File: config.mk
export PLATFORM = sky130hd
export DESIGN_NAME = spd_ring
export DESIGN_NICKNAME = d
export VERILOG_FILES = /design/src/spd_pkg.sv /design/src/spd_ring.sv
export SDC_FILE = /design/constraint.sdc
export NUM_CORES = 2
export LEC_CHECK = 0
export BUFFER_PORTS_ARGS = -buffer_cell sky130_fd_sc_hd__buf_2
export CELL_PAD_IN_SITES_DETAIL_PLACEMENT = 1
export CELL_PAD_IN_SITES_GLOBAL_PLACEMENT = 1
export CORE_MARGIN = 10
export CORE_UTILIZATION = 45
export DETAILED_ROUTE_END_ITERATION = 10
export PLACE_DENSITY = 0.67
export SYNTH_ARGS = -nofsm -noshare
export SYNTH_HDL_FRONTEND = slang
export SYNTH_SLANG_ARGS = --single-unit
File: constraint.sdc
create_clock -name clk -period 2.23 [get_ports clk]
set_clock_uncertainty 0.05 [all_clocks]
set_input_delay 0.1115 -clock clk [delete_from_list [all_inputs] [get_ports clk]]
set_output_delay 0.1115 -clock clk [all_outputs]
set_load 0.01 [all_outputs]
File: src/spd_pkg.sv
// Shared types and constants for the spike peak detector.
// No dependencies; used by spd_ring and spike_peak_detector_unit.
package spd_pkg;

  localparam int SAMPLE_W   = 16;
  localparam int IDX_W      = 16;
  localparam int WIN_W      = 9;
  localparam int REC_W      = 17;
  localparam int RING_AW    = 8;
  localparam int RING_DEPTH = 1 << RING_AW;
  localparam int MAX_RECORD = 65536;
  localparam int WINDOW_MAX = 256;
  localparam int CFG_IDX_W  = 2;
  localparam int CFG_DATA_W = REC_W;

  localparam logic [CFG_IDX_W-1:0] CFG_THRESHOLD = 2'd0;
  localparam logic [CFG_IDX_W-1:0] CFG_WINDOW    = 2'd1;
  localparam logic [CFG_IDX_W-1:0] CFG_RECORD    = 2'd2;

  typedef enum logic [2:0] {
    ST_IDLE = 3'b001,
    ST_RD   = 3'b010,
    ST_EV   = 3'b100
  } state_t;

  typedef enum logic [2:0] {
    PH_IDLE   = 3'b001,
    PH_SEARCH = 3'b010,
    PH_SKIP   = 3'b100
  } phase_t;

  typedef struct packed {
    logic                       we;
    logic [RING_AW-1:0]         waddr;
    logic signed [SAMPLE_W-1:0] wdata;
    logic                       re;
    logic [RING_AW-1:0]         raddr;
  } ring_req_t;

endpackage

File: src/spd_ring.sv
// Sample ring of the spike peak detector: one write port, one registered read port.
// Depends on spd_pkg.
module spd_ring import spd_pkg::*; (
  input  logic                       clk,
  input  ring_req_t                  req,
  output logic signed [SAMPLE_W-1:0] rdata
);

  logic signed [SAMPLE_W-1:0] mem [RING_DEPTH];
  logic signed [SAMPLE_W-1:0] rdata_r;

  always_ff @(posedge clk) begin
    if (req.we) begin
      mem[req.waddr] <= req.wdata;
    end
    if (req.re) begin
      rdata_r <= mem[req.raddr];
    end
  end

  assign rdata = rdata_r;

endmodule

# After elaboration in Yosys (flattened, before gate mapping)
# Memory sizes are Yosys's and may differ from the RTL's. A register that Yosys moved wholly into a read port is not among the register bits.
# Index checks and enable logic that the tools add are counted.
[op_classes]
muxes = 2
[op_table]
columns = ["op", "n"]
rows = [
  ["$mux 1", 2],
]
[totals]
ff_bits = 0
ram_bits = 4096
inputBits = 35
out_inout_bits = 16
elab_cells = 3
n_memories = 1
[mem_list]
columns = ["name", "words", "width", "read_ports", "rd_clocked_by_memory_dff", "write_ports", "line", "rtl"]
rows = [
  ["mem", 256, 16, 1, 1, 1, "spd_ring.sv:9", "logic signed [SAMPLE_W-1:0] mem [RING_DEPTH];"],
]

# Longest topological paths before layout
[logic_depth]
ltp_word = 2
depth_mapped = 12
depth_no_buf = 6

# Least setup slack after synthesis
# OpenSTA, ideal clock, no wires.
[synth_path]
path_type = "input to register"
from = "input port req[0] (netlist bit)"
to = "register rdata_r[4] (netlist: rdata[4]), read port of mem (data pin)"
setup_ps = 265
arrival_time_ps = 2095
required_ps = 1915
setup_slack_ps = -180
stages = 8
path_cell_list = "buf_6 buf_6 buf_2 mux4_2 mux4_2 a22o_1 o32ai_2 nor4_2"
[synth_rtl]
columns = ["element", "line", "rtl"]
rows = [
  ["from (decl)", "spd_ring.sv:5", "input ring_req_t req,"],
  ["to (decl)", "spd_ring.sv:10", "logic signed [SAMPLE_W-1:0] rdata_r;"],
]

==> flow_metrics.tcl <==
set metrics [dict create \
    antenna_found_initial 20 \
    required_ns 2.88 \
    hold_path_depth 2 \
    nets 8567 \
    yosys.area_share.xor_xnor_pct 0 \
    initial_utilization_pct 45.1 \
    multi_input_area_um2 33900 \
    die-area_um2 377000 \
    power_density_nw_per_um2 864 \
    setup_viol 16 \
    whs_ns 0.0879 \
    grt_pass1_vias 87094 \
    synthArstFlopShare_pct 0 \
    yosysTopAreaCell "edfxtp_1" \
    clkTransAtPathRegs_ns 0.06 \
    die_w_um 614 \
    grt_setup_unrepaired "yes" \
    dr.pass1.iters 8 \
    dp_hpwl_um 292000 \
    synth-seq-cells 4112 \
    max_cap_viol_count 0 \
    final.setup.tns_ns -5.10 \
    synth_ff_type "edfxtp_1" \
    synthAdderAreaFrac_pct 0 \
    clock_tree.root_cell "clkbuf_16" \
    gp_congestion 0.915 \
    hold_viol_final 0 \
    core_um2 352000 \
    finalCriticalPeriod_ns 2.63 \
    violations "setup timing" \
    yosysSeqAreaShare_pct 77.7 \
    maxSlewHeadroom_pct 30.4 \
    viasPerCell 6.10 \
    drive_above_1_share_pct 31.9 \
    grt_pass1_wl_um 656000 \
    num_rows 218 \
    cts.sinks 4112 \
    htree_levels 5 \
    placed_cells 12818 \
    die_height_um 614 \
    yosysWarnings 0 \
    synth_nets 7395 \
    post_cts_buffers 0 \
    clock_latency_ns 0.99 \
    cts_buffers 421 \
    synth_top_family_by_area "multiplexers" \
    tightestPinTransition_ns 1.04 \
    power_leakage_uw 0.0615 \
    synth_compound_area_share_pct 3.53 \
    drv_slew 0 \
    grt.overflow.total 0 \
    final_cells 13614 \
    setup_slack_ns -0.395 \
    place_ws_ns -1.64 \
    seq_area_um2 123000 \
    synth_top_area_share_pct 77.7 \
    fin_crit_sh_pct 118 \
    cts.path.max_buffers 4 \
    synth_area_leaders "edfxtp_1, mux4_2, mux2i_1, o221ai_1, nor2_1" \
    drc_errors 0 \
    ir_drop_mv 0.718 \
    port-buffer-count 50 \
    grt_util_all_layers_pct 23.7 \
    syn2layout_area_growth_pct 19.6 \
    ys_types 51 \
    fillers 30423 \
    synth-edff-count 4112 \
    finalWirelength_um 459000 \
    hp-class "in -> reg" \
    crit_type "reg -> reg" \
    status "finished, violations left" \
    io_pins 51 \
    fmax_ghz 0.381 \
    worstPathMaxFanout 1 \
    critical_path_arrival_ns 3.28 \
    synthSimpleGateAreaFrac_pct 1.57 \
    netlist_instances 7360 \
    grt_max_degree 92 \
    start_kind "register" \
    antenna_left 0 \
    via_count 82999 \
    crit_path_end_kind "register" \
    drtIter0Drc 10352 \
    cts_tree "built" \
    synth_area_per_cell_um2 21.6 \
    synth_area_um2 159000 \
    wl_per_cell_um 33.7 \
    r2r.worst_path.cells 5 \
    muxShareOfSynthArea_pct 15.5 \
]
[per-layer routing]
metal  vias up  GRT usage [%]  routed length [um]
met3       808           3.90               36400
met4         4           9.25               21100
met2      3854           38.0              219000
met1     44638           32.8              182000
met5         -              0                  24
li1      33695              -                   -
[worst paths after layout]
| check | from | endpoint | slack, ns |
|---|---|---|---|
| min reg2reg | mem[227][5]$_DFFE_PP_ | rdata[5]$_DFFE_PP_ | 1.15 |
| min | req[21] | mem[169][12]$_DFFE_PP_ | 0.09 |
| max reg2reg | mem[22][4]$_DFFE_PP_ | rdata[4]$_DFFE_PP_ | -0.40 |
| max | mem[22][4]$_DFFE_PP_ | rdata[4]$_DFFE_PP_ | -0.40 |
[placed cells by master, fill, tap and decap left out, drive strengths merged, types with 4 or more instances in the layout]
master       Yosys  final
mux4           797    797
nand4           26     26
nor2           304    304
clkinv           0    197
or2              5      5
nor2b            9      9
edfxtp        4112   4112
mux2            88     88
a2111oi          6      6
a221oi          28     28
o32ai           21     21
clkinvlp         0     13
mux2i          565    565
inv              4     20
buf            222   1171
nand2           38     38
a211oi          18     18
nand3           35     35
a22oi           43     43
o221ai         253    253
a21oi          175    175
a22o            32     32
dlygate4sd3      0     29
o31ai           16     16
a31oi            6      6
o22ai          148    148
clkbuf         230    509
nor4            18     18
o21ai           38     38
nor3            92     92
diode            0      4
and3            11     11
bufinv           0     37
[metrics by stage]
step / util (%) / total power [uW] / area (um2)
detailed placement: 49.8 / 96200 / 175000
global placement: 49.8 / 95900 / 175000
floorplan: - / 91200 / 159000
CTS: 53.9 / 165000 / 190000
global route: 53.9 / 169000 / 190000
finish: 53.9 / 164000 / 190000
[final cells by class]
cell class / count / area share, %
inverters: 4 / 0.0145
clock inverters: 263 / 1.29
repair buffers: 1201 / 6.95
diodes: 4 / 0.00527
multi-input cells: 2792 / 17.9
flip-flops and latches: 4112 / 65.0
well taps: 4730 / 3.12
clock buffers: 508 / 5.77
[kinds of logic (layout without fill, tap and decap cells)]
group	after synthesis	in the layout
flops	4112	4112
buf+inv	456	1976
mux	1450	1450
simple gates	556	556
other cells	0	4
compound gates	786	786
[cells in the mapped netlist, types with 76 or more instances]
cell and instances:
mux2i_1 565, mux4_2 797, a21oi_1 175, buf_6 77, nor2_1 304, buf_2 76
nor3_1 92, edfxtp_1 4112, clkbuf_1 230, o221ai_1 252, o22ai_1 148, mux2_2 88
[worst max-delay path: stages (launching register included)]
cell and delay (ns):
edfxtp_1 0.39, mux4_2 0.49, mux4_2 0.57, a22o_4 0.31
o32ai_4 0.44, nor4_2 0.11
[state kept, by name, summed over array words and instances (netlist names)]
| register | count |
|---|---|
| rdata | 16 |
| mem | 4096 |
[repair_timing]
| item | 4_1_cts | 5_1_grt |
|---|---|---|
| resized for setup | 109 | 39 |
| hold buffers | 29 | 0 |
| pin swaps | 23 | 17 |
| setup endpoints to repair | 16 | 16 |
| endpoints found under the hold margin | 4401 | 0 |
[power by group]
group	switching, uW	internal, uW
Combinational	5840	3750
Clock	29900	39300
Sequential	134	85200
Note: power is estimated with default switching activity, not from simulation.
